--- src/rtl/rgba_pixel_blend_into_framebuffer_core_defines.svh ---
// assertion macros for the pixel blend core
`ifndef RGBA_PIXEL_BLEND_INTO_FRAMEBUFFER_CORE_DEFINES_SVH
`define RGBA_PIXEL_BLEND_INTO_FRAMEBUFFER_CORE_DEFINES_SVH

// same-cycle implication, sampled on clk_i, off while rst_ni is low
`define RPBF_ASSERT_SAME(lbl, ante, cons) \
  lbl: assert property (@(posedge clk_i) disable iff (!rst_ni) (ante) |-> (cons)) \
    else $error("rpbf same-cycle check failed");

// next-cycle implication, sampled on clk_i, off while rst_ni is low
`define RPBF_ASSERT_NEXT(lbl, ante, cons) \
  lbl: assert property (@(posedge clk_i) disable iff (!rst_ni) (ante) |=> (cons)) \
    else $error("rpbf next-cycle check failed");

`endif

--- src/rtl/rpbf_pkg.sv ---
// shared types, constants and field helpers of the pixel blend core
`default_nettype none

package rpbf_pkg;

  localparam int CoordBits  = 13;
  localparam int LineWidthW = 14;
  localparam int DepthW     = 6;
  localparam int FieldW     = 9;
  localparam int ChanW      = 8;
  localparam int WordW      = 32;
  localparam int CfgIdxW    = 3;
  localparam int CfgDataW   = 14;
  localparam int RowW       = CoordBits + 1;
  localparam int ProdW      = RowW + LineWidthW;
  localparam int LinW       = ProdW + 1;
  localparam int BppW       = DepthW - 3;
  localparam int OffW       = LinW + BppW;

  localparam logic [ChanW-1:0]  AlphaOpaque = 8'hff;
  localparam logic [ChanW-1:0]  AlphaClear  = 8'h00;
  localparam logic [DepthW-1:0] Depth16     = 6'd16;
  localparam logic [DepthW-1:0] Depth32     = 6'd32;
  localparam logic [WordW-1:0]  Low16Mask   = 32'h0000_ffff;

  localparam logic [DepthW-1:0]     PixelDepthRst  = 6'd32;
  localparam logic [FieldW-1:0]     RedFieldRst    = 9'd264;
  localparam logic [FieldW-1:0]     GreenFieldRst  = 9'd136;
  localparam logic [FieldW-1:0]     BlueFieldRst   = 9'd8;
  localparam logic [FieldW-1:0]     TranspFieldRst = 9'd0;
  localparam logic [LineWidthW-1:0] LineWidthRst   = 14'd640;
  localparam logic [CoordBits-1:0]  StartXRst      = '0;
  localparam logic [CoordBits-1:0]  StartYRst      = '0;

  typedef enum logic [CfgIdxW-1:0] {
    CfgPixelDepth  = 3'd0,
    CfgRedField    = 3'd1,
    CfgGreenField  = 3'd2,
    CfgBlueField   = 3'd3,
    CfgTranspField = 3'd4,
    CfgLineWidth   = 3'd5,
    CfgStartX      = 3'd6,
    CfgStartY      = 3'd7
  } cfg_idx_e;

  // load enables of the two blend stages
  typedef struct packed {
    logic s2;
    logic s3;
  } mix_en_t;

  // field length, clamped to a full channel
  function automatic logic [3:0] fld_len(input logic [FieldW-1:0] f);
    return (f[3:0] > 4'd8) ? 4'd8 : f[3:0];
  endfunction

  function automatic logic [4:0] fld_off(input logic [FieldW-1:0] f);
    return f[8:4];
  endfunction

  // keep the top bits of a channel and move them to the field position
  function automatic logic [WordW-1:0] pack_chan(input logic [FieldW-1:0] f,
                                                 input logic [ChanW-1:0]  v);
    logic [ChanW-1:0] c;
    c = v >> (4'd8 - fld_len(f));
    return {24'b0, c} << fld_off(f);
  endfunction

  // pull one channel out of a word, the other two color masks cleared first
  function automatic logic [ChanW-1:0] unpack_chan(input logic [WordW-1:0]  px,
                                                   input logic [FieldW-1:0] f,
                                                   input logic [FieldW-1:0] o1,
                                                   input logic [FieldW-1:0] o2);
    logic [WordW-1:0] m;
    logic [WordW-1:0] v;
    m = pack_chan(o1, AlphaOpaque) | pack_chan(o2, AlphaOpaque);
    v = (px & ~m) >> fld_off(f);
    return ChanW'(v[ChanW-1:0] << (4'd8 - fld_len(f)));
  endfunction

endpackage

`default_nettype wire

--- src/rtl/rpbf_if.sv ---
// valid/ready stream interfaces for source pixels and framebuffer writes
`default_nettype none

interface rpbf_in_if;
  logic                               valid;
  logic                               ready;
  logic [rpbf_pkg::ChanW-1:0]         src_red;
  logic [rpbf_pkg::ChanW-1:0]         src_green;
  logic [rpbf_pkg::ChanW-1:0]         src_blue;
  logic [rpbf_pkg::ChanW-1:0]         src_alpha;
  logic                               has_alpha;
  logic [rpbf_pkg::WordW-1:0]         dest_pixel;
  logic [rpbf_pkg::CoordBits-1:0]     x_pos;
  logic [rpbf_pkg::CoordBits-1:0]     y_pos;

  modport source (
    output valid, src_red, src_green, src_blue, src_alpha, has_alpha, dest_pixel,
           x_pos, y_pos,
    input  ready
  );
  modport sink (
    input  valid, src_red, src_green, src_blue, src_alpha, has_alpha, dest_pixel,
           x_pos, y_pos,
    output ready
  );
endinterface

interface rpbf_out_if;
  logic                       valid;
  logic                       ready;
  logic                       write_enable;
  logic [rpbf_pkg::WordW-1:0] pixel_value;
  logic [rpbf_pkg::WordW-1:0] byte_offset;

  modport source (
    output valid, write_enable, pixel_value, byte_offset,
    input  ready
  );
  modport sink (
    input  valid, write_enable, pixel_value, byte_offset,
    output ready
  );
endinterface

`default_nettype wire

--- src/rtl/rpbf_chan_mix.sv ---
// one color channel of the alpha blend, two register stages
`default_nettype none

module rpbf_chan_mix (
  input  wire logic                       clk_i,
  input  wire rpbf_pkg::mix_en_t          en_i,
  input  wire logic [rpbf_pkg::ChanW-1:0] new_i,
  input  wire logic [rpbf_pkg::ChanW-1:0] old_i,
  input  wire logic [rpbf_pkg::ChanW-1:0] alpha_i,
  output      logic [rpbf_pkg::ChanW-1:0] mix_o
);

  logic [2*rpbf_pkg::ChanW-1:0] prod_new_q, prod_new_d;
  logic [2*rpbf_pkg::ChanW-1:0] prod_old_q, prod_old_d;
  logic [2*rpbf_pkg::ChanW-1:0] sum;
  logic [rpbf_pkg::ChanW-1:0]   mix_q, mix_d;

  always_comb begin
    prod_new_d = {{rpbf_pkg::ChanW{1'b0}}, new_i} * {{rpbf_pkg::ChanW{1'b0}}, alpha_i};
    prod_old_d = {{rpbf_pkg::ChanW{1'b0}}, old_i}
               * {{rpbf_pkg::ChanW{1'b0}}, (rpbf_pkg::AlphaOpaque - alpha_i)};
  end

  // the two weights add up to 255, so the sum stays within 16 bits
  assign sum   = prod_new_q + prod_old_q;
  assign mix_d = sum[2*rpbf_pkg::ChanW-1:rpbf_pkg::ChanW];

  always_ff @(posedge clk_i) begin
    if (en_i.s2) begin
      prod_new_q <= prod_new_d;
      prod_old_q <= prod_old_d;
    end
    if (en_i.s3) begin
      mix_q <= mix_d;
    end
  end

  assign mix_o = mix_q;

endmodule

`default_nettype wire

--- src/rtl/rgba_pixel_blend_into_framebuffer_core.sv ---
// top level of the pixel blend core: config registers and four-stage pipeline
// each input transfer yields one result, registered at the end of stage 4
// throughput: one pixel per clock while the sink is ready; the ready chain lets any stage fill a bubble
// stages: decode and unpack, multiply, sum and add, pack and scale by bytes/pixel
// reset: clears stage valid bits and loads the format registers (32 bpp rgb888)
`default_nettype none
`include "rgba_pixel_blend_into_framebuffer_core_defines.svh"

module rgba_pixel_blend_into_framebuffer_core (
  input  wire logic                          clk_i,
  input  wire logic                          rst_ni,
  input  wire logic                          cfg_we_i,
  input  wire logic [rpbf_pkg::CfgIdxW-1:0]  cfg_idx_i,
  input  wire logic [rpbf_pkg::CfgDataW-1:0] cfg_data_i,
  rpbf_in_if.sink                            pix_i,
  rpbf_out_if.source                         res_o
);

  localparam int CW = rpbf_pkg::ChanW;

  // ---------------------------------------------------------------------------
  // configuration registers
  // ---------------------------------------------------------------------------
  logic [rpbf_pkg::DepthW-1:0]     pixel_depth_q;
  logic [rpbf_pkg::FieldW-1:0]     red_field_q, green_field_q, blue_field_q;
  logic [rpbf_pkg::FieldW-1:0]     transp_field_q;
  logic [rpbf_pkg::LineWidthW-1:0] line_width_q;
  logic [rpbf_pkg::CoordBits-1:0]  start_x_q, start_y_q;

  always_ff @(posedge clk_i or negedge rst_ni) begin
    if (!rst_ni) begin
      pixel_depth_q  <= rpbf_pkg::PixelDepthRst;
      red_field_q    <= rpbf_pkg::RedFieldRst;
      green_field_q  <= rpbf_pkg::GreenFieldRst;
      blue_field_q   <= rpbf_pkg::BlueFieldRst;
      transp_field_q <= rpbf_pkg::TranspFieldRst;
      line_width_q   <= rpbf_pkg::LineWidthRst;
      start_x_q      <= rpbf_pkg::StartXRst;
      start_y_q      <= rpbf_pkg::StartYRst;
    end else if (cfg_we_i) begin
      unique case (rpbf_pkg::cfg_idx_e'(cfg_idx_i))
        rpbf_pkg::CfgPixelDepth:  pixel_depth_q  <= cfg_data_i[rpbf_pkg::DepthW-1:0];
        rpbf_pkg::CfgRedField:    red_field_q    <= cfg_data_i[rpbf_pkg::FieldW-1:0];
        rpbf_pkg::CfgGreenField:  green_field_q  <= cfg_data_i[rpbf_pkg::FieldW-1:0];
        rpbf_pkg::CfgBlueField:   blue_field_q   <= cfg_data_i[rpbf_pkg::FieldW-1:0];
        rpbf_pkg::CfgTranspField: transp_field_q <= cfg_data_i[rpbf_pkg::FieldW-1:0];
        rpbf_pkg::CfgLineWidth:   line_width_q   <= cfg_data_i[rpbf_pkg::LineWidthW-1:0];
        rpbf_pkg::CfgStartX:      start_x_q      <= cfg_data_i[rpbf_pkg::CoordBits-1:0];
        rpbf_pkg::CfgStartY:      start_y_q      <= cfg_data_i[rpbf_pkg::CoordBits-1:0];
      endcase
    end
  end

  logic depth16, depth_ok;
  assign depth16  = (pixel_depth_q == rpbf_pkg::Depth16);
  assign depth_ok = depth16 || (pixel_depth_q == rpbf_pkg::Depth32);

  // ---------------------------------------------------------------------------
  // stage valid bits and the ready chain, a stage loads when empty or draining
  // ---------------------------------------------------------------------------
  logic v1_q, v2_q, v3_q, v4_q;
  logic en1, en2, en3, en4;

  assign en4 = !v4_q || res_o.ready;
  assign en3 = !v3_q || en4;
  assign en2 = !v2_q || en3;
  assign en1 = !v1_q || en2;

  assign pix_i.ready = en1;

  always_ff @(posedge clk_i or negedge rst_ni) begin
    if (!rst_ni) begin
      v1_q <= 1'b0;
      v2_q <= 1'b0;
      v3_q <= 1'b0;
      v4_q <= 1'b0;
    end else begin
      if (en1) v1_q <= pix_i.valid;
      if (en2) v2_q <= v1_q;
      if (en3) v3_q <= v2_q;
      if (en4) v4_q <= v3_q;
    end
  end

  // ---------------------------------------------------------------------------
  // stage 1: classify alpha, unpack destination channels, row index
  // ---------------------------------------------------------------------------
  logic [rpbf_pkg::WordW-1:0] dest;
  logic                       opaque, skip, tr_path;
  logic [CW-1:0]              dr_d, dg_d, db_d;

  always_comb begin
    dest    = depth16 ? (pix_i.dest_pixel & rpbf_pkg::Low16Mask) : pix_i.dest_pixel;
    opaque  = !pix_i.has_alpha || (pix_i.src_alpha == rpbf_pkg::AlphaOpaque);
    skip    = !opaque && (pix_i.src_alpha == rpbf_pkg::AlphaClear);
    tr_path = !opaque && !skip && (rpbf_pkg::fld_len(transp_field_q) != 4'd0);
    dr_d    = rpbf_pkg::unpack_chan(dest, red_field_q, blue_field_q, green_field_q);
    dg_d    = rpbf_pkg::unpack_chan(dest, green_field_q, red_field_q, blue_field_q);
    db_d    = rpbf_pkg::unpack_chan(dest, blue_field_q, red_field_q, green_field_q);
  end

  logic [CW-1:0]                  r1_q, g1_q, b1_q, a1_q, dr1_q, dg1_q, db1_q;
  logic                           we1_q, blend1_q, tr1_q;
  logic [rpbf_pkg::RowW-1:0]      row1_q;
  logic [rpbf_pkg::CoordBits-1:0] x1_q;

  always_ff @(posedge clk_i) begin
    if (en1) begin
      r1_q     <= pix_i.src_red;
      g1_q     <= pix_i.src_green;
      b1_q     <= pix_i.src_blue;
      a1_q     <= pix_i.src_alpha;
      dr1_q    <= dr_d;
      dg1_q    <= dg_d;
      db1_q    <= db_d;
      we1_q    <= depth_ok && !skip;
      blend1_q <= !opaque && !skip && !tr_path;
      tr1_q    <= tr_path;
      row1_q   <= {1'b0, pix_i.y_pos} + {1'b0, start_y_q};
      x1_q     <= pix_i.x_pos;
    end
  end

  // ---------------------------------------------------------------------------
  // stages 2 and 3: per-channel blend; row times line width, then add column
  // ---------------------------------------------------------------------------
  rpbf_pkg::mix_en_t mix_en;
  logic [CW-1:0]     mix_r, mix_g, mix_b;

  assign mix_en = '{s2: en2, s3: en3};

  rpbf_chan_mix u_mix_r (
    .clk_i, .en_i(mix_en), .new_i(r1_q), .old_i(dr1_q), .alpha_i(a1_q), .mix_o(mix_r)
  );
  rpbf_chan_mix u_mix_g (
    .clk_i, .en_i(mix_en), .new_i(g1_q), .old_i(dg1_q), .alpha_i(a1_q), .mix_o(mix_g)
  );
  rpbf_chan_mix u_mix_b (
    .clk_i, .en_i(mix_en), .new_i(b1_q), .old_i(db1_q), .alpha_i(a1_q), .mix_o(mix_b)
  );

  logic [CW-1:0]              r2_q, g2_q, b2_q, a2_q, r3_q, g3_q, b3_q, a3_q;
  logic                       we2_q, blend2_q, tr2_q, we3_q, blend3_q, tr3_q;
  logic [rpbf_pkg::ProdW-1:0] rowprod2_q;
  logic [rpbf_pkg::RowW-1:0]  col2_q;
  logic [rpbf_pkg::LinW-1:0]  lin3_q;

  always_ff @(posedge clk_i) begin
    if (en2) begin
      r2_q       <= r1_q;
      g2_q       <= g1_q;
      b2_q       <= b1_q;
      a2_q       <= a1_q;
      we2_q      <= we1_q;
      blend2_q   <= blend1_q;
      tr2_q      <= tr1_q;
      rowprod2_q <= rpbf_pkg::ProdW'(row1_q) * rpbf_pkg::ProdW'(line_width_q);
      col2_q     <= {1'b0, x1_q} + {1'b0, start_x_q};
    end
    if (en3) begin
      r3_q     <= r2_q;
      g3_q     <= g2_q;
      b3_q     <= b2_q;
      a3_q     <= a2_q;
      we3_q    <= we2_q;
      blend3_q <= blend2_q;
      tr3_q    <= tr2_q;
      lin3_q   <= {1'b0, rowprod2_q} + rpbf_pkg::LinW'(col2_q);
    end
  end

  // ---------------------------------------------------------------------------
  // stage 4: pick blended or source channels, pack, scale offset by bytes/pixel
  // ---------------------------------------------------------------------------
  logic [CW-1:0]                cr, cg, cb;
  logic [rpbf_pkg::WordW-1:0]   px_d;
  logic [rpbf_pkg::BppW-1:0]    bpp;
  logic [rpbf_pkg::OffW-1:0]    off_d;

  always_comb begin
    cr   = blend3_q ? mix_r : r3_q;
    cg   = blend3_q ? mix_g : g3_q;
    cb   = blend3_q ? mix_b : b3_q;
    px_d = rpbf_pkg::pack_chan(red_field_q, cr)
         | rpbf_pkg::pack_chan(green_field_q, cg)
         | rpbf_pkg::pack_chan(blue_field_q, cb);
    if (tr3_q) begin
      px_d = px_d | rpbf_pkg::pack_chan(transp_field_q, a3_q);
    end
    if (!we3_q) begin
      px_d = '0;
    end else if (depth16) begin
      px_d = px_d & rpbf_pkg::Low16Mask;
    end
    bpp   = pixel_depth_q[rpbf_pkg::DepthW-1:3];
    off_d = rpbf_pkg::OffW'(lin3_q) * rpbf_pkg::OffW'(bpp);
  end

  logic                       we4_q;
  logic [rpbf_pkg::WordW-1:0] px4_q, off4_q;

  always_ff @(posedge clk_i) begin
    if (en4) begin
      we4_q  <= we3_q;
      px4_q  <= px_d;
      off4_q <= rpbf_pkg::WordW'(off_d);
    end
  end

  assign res_o.valid        = v4_q;
  assign res_o.write_enable = we4_q;
  assign res_o.pixel_value  = px4_q;
  assign res_o.byte_offset  = off4_q;

  // ---------------------------------------------------------------------------
  // checks
  // ---------------------------------------------------------------------------
  // a skipped write carries a zero word
  `RPBF_ASSERT_SAME(a_skip_zero, v4_q && !we4_q, px4_q == '0)
  // an input transfer always lands in stage 1
  `RPBF_ASSERT_NEXT(a_in_lands, pix_i.valid && pix_i.ready, v1_q)
  // a stalled multiply stage keeps its item
  `RPBF_ASSERT_NEXT(a_s2_hold, v2_q && !en3, v2_q)
  // with the sink ready, a full stage 3 reaches the output next cycle
  `RPBF_ASSERT_NEXT(a_s3_drain, v3_q && res_o.ready, v4_q)

endmodule

`default_nettype wire
--- src/flat_wrapper.sv ---
// flat-port wrapper written by rule: the top's interface ports become plain ports
module rgba_pixel_blend_into_framebuffer_core_flat 
  (clk_i, rst_ni, cfg_we_i, cfg_idx_i, cfg_data_i, pix_i_valid, pix_i_src_red, pix_i_src_green, pix_i_src_blue, pix_i_src_alpha, pix_i_has_alpha, pix_i_dest_pixel, pix_i_x_pos, pix_i_y_pos, pix_i_ready, res_o_valid, res_o_write_enable, res_o_pixel_value, res_o_byte_offset, res_o_ready);
  rpbf_in_if pix_i_i ();
  rpbf_out_if res_o_i ();
  input  wire logic clk_i;
  input  wire logic rst_ni;
  input  wire logic cfg_we_i;
  input  wire logic [rpbf_pkg::CfgIdxW-1:0] cfg_idx_i;
  input  wire logic [rpbf_pkg::CfgDataW-1:0] cfg_data_i;
  input wire logic [$bits(pix_i_i.valid)-1:0] pix_i_valid;
  input wire logic [$bits(pix_i_i.src_red)-1:0] pix_i_src_red;
  input wire logic [$bits(pix_i_i.src_green)-1:0] pix_i_src_green;
  input wire logic [$bits(pix_i_i.src_blue)-1:0] pix_i_src_blue;
  input wire logic [$bits(pix_i_i.src_alpha)-1:0] pix_i_src_alpha;
  input wire logic [$bits(pix_i_i.has_alpha)-1:0] pix_i_has_alpha;
  input wire logic [$bits(pix_i_i.dest_pixel)-1:0] pix_i_dest_pixel;
  input wire logic [$bits(pix_i_i.x_pos)-1:0] pix_i_x_pos;
  input wire logic [$bits(pix_i_i.y_pos)-1:0] pix_i_y_pos;
  output wire logic [$bits(pix_i_i.ready)-1:0] pix_i_ready;
  output wire logic [$bits(res_o_i.valid)-1:0] res_o_valid;
  output wire logic [$bits(res_o_i.write_enable)-1:0] res_o_write_enable;
  output wire logic [$bits(res_o_i.pixel_value)-1:0] res_o_pixel_value;
  output wire logic [$bits(res_o_i.byte_offset)-1:0] res_o_byte_offset;
  input wire logic [$bits(res_o_i.ready)-1:0] res_o_ready;
  assign pix_i_i.valid = pix_i_valid;
  assign pix_i_i.src_red = pix_i_src_red;
  assign pix_i_i.src_green = pix_i_src_green;
  assign pix_i_i.src_blue = pix_i_src_blue;
  assign pix_i_i.src_alpha = pix_i_src_alpha;
  assign pix_i_i.has_alpha = pix_i_has_alpha;
  assign pix_i_i.dest_pixel = pix_i_dest_pixel;
  assign pix_i_i.x_pos = pix_i_x_pos;
  assign pix_i_i.y_pos = pix_i_y_pos;
  assign pix_i_ready = pix_i_i.ready;
  assign res_o_valid = res_o_i.valid;
  assign res_o_write_enable = res_o_i.write_enable;
  assign res_o_pixel_value = res_o_i.pixel_value;
  assign res_o_byte_offset = res_o_i.byte_offset;
  assign res_o_i.ready = res_o_ready;
  rgba_pixel_blend_into_framebuffer_core u_core (.clk_i(clk_i), .rst_ni(rst_ni), .cfg_we_i(cfg_we_i), .cfg_idx_i(cfg_idx_i), .cfg_data_i(cfg_data_i), .pix_i(pix_i_i), .res_o(res_o_i));
endmodule
--- config.mk ---
export PLATFORM = sky130hd
export DESIGN_NAME = rgba_pixel_blend_into_framebuffer_core_flat
export DESIGN_NICKNAME = d
export VERILOG_FILES = /design/src/rtl/rpbf_pkg.sv /design/src/rtl/rpbf_if.sv /design/src/rtl/rpbf_chan_mix.sv /design/src/rtl/rgba_pixel_blend_into_framebuffer_core.sv /design/src/flat_wrapper.sv
export VERILOG_INCLUDE_DIRS = /design/src /design/src/rtl
export SDC_FILE = /design/constraint.sdc
export NUM_CORES = 2
export LEC_CHECK = 0
export ABC_AREA = 1
export BUFFER_PORTS_ARGS = -buffer_cell sky130_fd_sc_hd__buf_4
export CAP_MARGIN = 20
export CORE_AREA = 4 4 419 421
export DETAILED_ROUTE_END_ITERATION = 12
export DIE_AREA = 0 0 423 425
export HOLD_SLACK_MARGIN = 0.15
export SYNTH_ARGS = -nofsm -noshare
export SYNTH_HDL_FRONTEND = slang
export SYNTH_SLANG_ARGS = --single-unit
export TNS_END_PERCENT = 1
--- constraint.sdc ---
create_clock -name clk_i -period 11.9 [get_ports clk_i]
set_input_delay 0 -clock clk_i [delete_from_list [all_inputs] [get_ports clk_i]]
set_output_delay 0 -clock clk_i [all_outputs]
set_load 0.02 [all_outputs]
==> reports/metrics.yaml <==
routing:
  drt-initial-drc-count: 4398
  wirelength_mm: 173
  drtPass1Iterations: 9
  drc: 0
  antenna_left: 0
  routed_via_density: 4.93
  wl_per_cell_um: 19.2
  routed-via-count: 44392
place:
  dp_worst_setup_slack_ns: 5.50
  dp_hpwl_mm: 133
  place_area_um2: 54800
  numPlacedInstances: 8736
  portBuffers: 179
  gp_congestion: 1.01
finish:
  final_util_pct: 34.1
  num-fill-cells: 17789
  drive_gt1_share_pct: 7.30
  layout.cells.non_filler: 9000
  final_area_um2: 58400
  area_growth_syn_to_layout_pct: 13.5
  nNetsFinal: 7568
cts:
  numClockSinks: 498
  cts_hold_buf: 146
  cts_root_buffer: "clkbuf_16"
  clock_path_buffers: 3
  cts_tree: "done"
  cts_resized: 0
  clkSlewWorstSetupHoldPaths_ns: 0.06
  post_cts_buffers: 0
  insertion_delay_ns: 0.70
  cts_buffers: 60
  cts_max_level: 2
setup_path:
  startpoint_type: "flop"
  worstSetupEndpointType: "flop"
  crit_type: "flop to flop"
  critPathArrivalTime_ns: 6.80
  cpMaxStageDelayCell: "edfxtp_1"
  critPathRequiredTime_ns: 12.35
  critPathMaxFanout: 14
  rr_worst_depth: 27
  cpPeakStageDelay_ns: 0.62
  crit_path_frequent_cell: "inv_1"
sta:
  fin_setup_tns_ns: 0
  fin_ws_ns: 5.55
  hold_violations: 0
  tightest_slew_ns: 1.05
  worst_slew_margin_rel_pct: 29.6
  max_freq_ghz: 0.157
  setup_viol: 0
  fin_crit_sh_pct: 53.4
  fin_crit_ns: 6.35
  finalClockSkew_ns: 0.0401
  timing.hold.ws_ns: 0.226
  maxSlewViolCount: 0
  rsz0062_at_grt: "no"
power:
  p_seq_share_pct: 19.8
  power_leakage_nw: 29.1
  power-per-cell-area_nw_per_um2: 318
  pwr-share-comb_pct: 69.6
  swShare_pct: 50.1
  power.net_switching_mw: 9.28
  peakVddDrop_mv: 0.454
  p_total_mw: 18.5
  intPower_mw: 9.25
  clock_power_share_pct: 10.6
synthesis:
  synthesis.nets: 7406
  async_flop_share_pct: 17.3
  syn_area_per_cell_um2: 7.94
  synth.distinct_cells: 64
  netlist.area_leader.share_pct: 24.1
  synth.area.top_cells: "edfxtp_1 (24%), fa_1 (15%), nand2_1 (11%)"
  synth_area_um2: 51400
  yosysWarnings: 0
  synth_top_area_cell: "edfxtp_1"
  synth_seq_area_share_pct: 28.3
  syn_inst: 6472
  synthFlopType: "edfxtp_1"
  ys_seq_elements: 498
  synth_edf_count: 412
run_status:
  outcome: "completed"
floorplanning:
  initial_utilization_pct: 30.0
  coreArea_um2: 171000
  dieWidth_um: 423
  die_area_um2: 180000
  io_pins: 180
  placementRows: 152
  die_h_um: 425
grt:
  grt_pass1_vias: 43489
  grt_max_degree: 63
  grt_pass1_wl_mm: 263
  overflow: 0
  antenna_found_initial: 4
  grt_usage_pct: 18.9
min_path:
  hold_class: "primary input to flop"
  hold_depth: 4
flow_run:
  drv_cap: 0
synth_stat cells, drive strengths merged, types with 14 or more instances:
| cell | number |
|---|---|
| nand3 | 814 |
| o21ai | 287 |
| clkbuf | 158 |
| clkinv | 14 |
| dfrtp | 78 |
| o211ai | 15 |
| nand4 | 150 |
| nor2 | 387 |
| nand2 | 1517 |
| edfxtp | 412 |
| nor3 | 27 |
| inv | 1098 |
| xor2 | 134 |
| a21oi | 243 |
| o21bai | 21 |
| fa | 388 |
| ha | 433 |
| xnor2 | 60 |
| buf | 121 |
layout by cell type, fill, tap and decap left out, types with 7 or more instances in the layout:
cell type	instances
nand4_1	148
nor2_1	367
nand2_2	22
xor2_1	134
edfxtp_1	412
a211oi_1	9
a21oi_1	238
o21bai_1	21
dlygate4sd3_1	145
nor2_2	17
a31oi_1	11
ha_1	433
o21ai_0	197
nor3_1	25
o22ai_1	9
o21ai_1	72
clkinv_2	10
buf_4	233
xnor2_1	60
inv_1	1079
o211ai_1	14
or2_1	8
clkbuf_1	9
o21ai_2	18
fa_1	388
clkinv_1	20
nand3_2	39
dfrtp_1	75
clkbuf_16	60
dfstp_2	8
nand2_1	1491
a21o_1	7
bufinv_16	8
a21boi_1	7
inv_2	14
nand3_1	771
critical path: cells and delay by family, from the launching register on:
kind	cells	cell delay (ns)
compound gates	9	1.41
simple gates	3	0.30
fa+ha+maj	7	3.33
flops	1	0.62
buf+inv	8	0.44
per-layer routing:
| layer | routed length (um) | up-vias | track usage, % |
|---|---|---|---|
| met5 | 0 | - | 0 |
| met2 | 77100 | 1632 | 29.9 |
| li1 | - | 21245 | - |
| met4 | 8480 | 0 | 8.32 |
| met3 | 11700 | 312 | 2.60 |
| met1 | 75800 | 21203 | 25.7 |
worst paths after layout:
check                            startpoint                 endpoint  slack, ns
hold reg to reg              u_core.a2_q[0]           u_core.a3_q[0]       0.39
max in group asynchronous            rst_ni      u_core.start_y_q[7]      10.69
setup / recovery           u_core.row1_q[7]    u_core.rowprod2_q[26]       5.55
setup reg to reg           u_core.row1_q[7]    u_core.rowprod2_q[26]       5.55
min in group asynchronous            rst_ni  u_core.green_field_q[7]       0.55
hold / removal                cfg_data_i[9]      u_core.start_y_q[9]       0.23
cells by family after synthesis:
kind of cell / share of synthesized area (%)
flip-flops: 28.3
adder cells (fa/ha/maj): 25.7
multiplexers: 0.141
buffers and inverters: 10.6
XOR/XNOR: 3.31
AO/OA/AOI/OAI: 6.89
AND/OR/NAND/NOR: 25.1
power by group through the flow:
stage               Sequential [mW]  Combinational [mW]  Clock (mW)
global placement               3.68                12.6           0
finish                         3.67                12.9        1.96
floorplan                      3.52                9.59           0
global route                   3.74                14.8        2.09
CTS                            3.67                12.9        2.02
detailed placement             3.69                12.7           0
layout make-up:
class                      instances  area, um2  area share (%)
sequential                       498      14500            24.9
clock buffer                      71       1560            2.68
multi-input combinational       4583      31400            53.8
antenna                            4       10.0          0.0172
inverter                        1112       4190            7.17
timing repair buffer             379       3230            5.53
clock inverter                    43        536           0.918
tap                             2310       2890            4.95
sequential cells by signal (all words and copies together), names as in the netlist, 9 cells and up:
register and flops:
u_core.res_o.byte_offset 32, u_core.res_o.pixel_value 32, u_core.lin3_q 29, u_core.rowprod2_q 28
u_core.u_mix_b.prod_new_q 16, u_core.u_mix_b.prod_old_q 16, u_core.u_mix_g.prod_new_q 16, u_core.u_mix_g.prod_old_q 16
u_core.u_mix_r.prod_new_q 16, u_core.u_mix_r.prod_old_q 16, u_core.col2_q 14, u_core.line_width_q 14
u_core.row1_q 14, u_core.start_x_q 13, u_core.start_y_q 13, u_core.x1_q 13
u_core.blue_field_q 9, u_core.green_field_q 9, u_core.red_field_q 9, u_core.transp_field_q 9
Power figures use the tool's default switching activity.
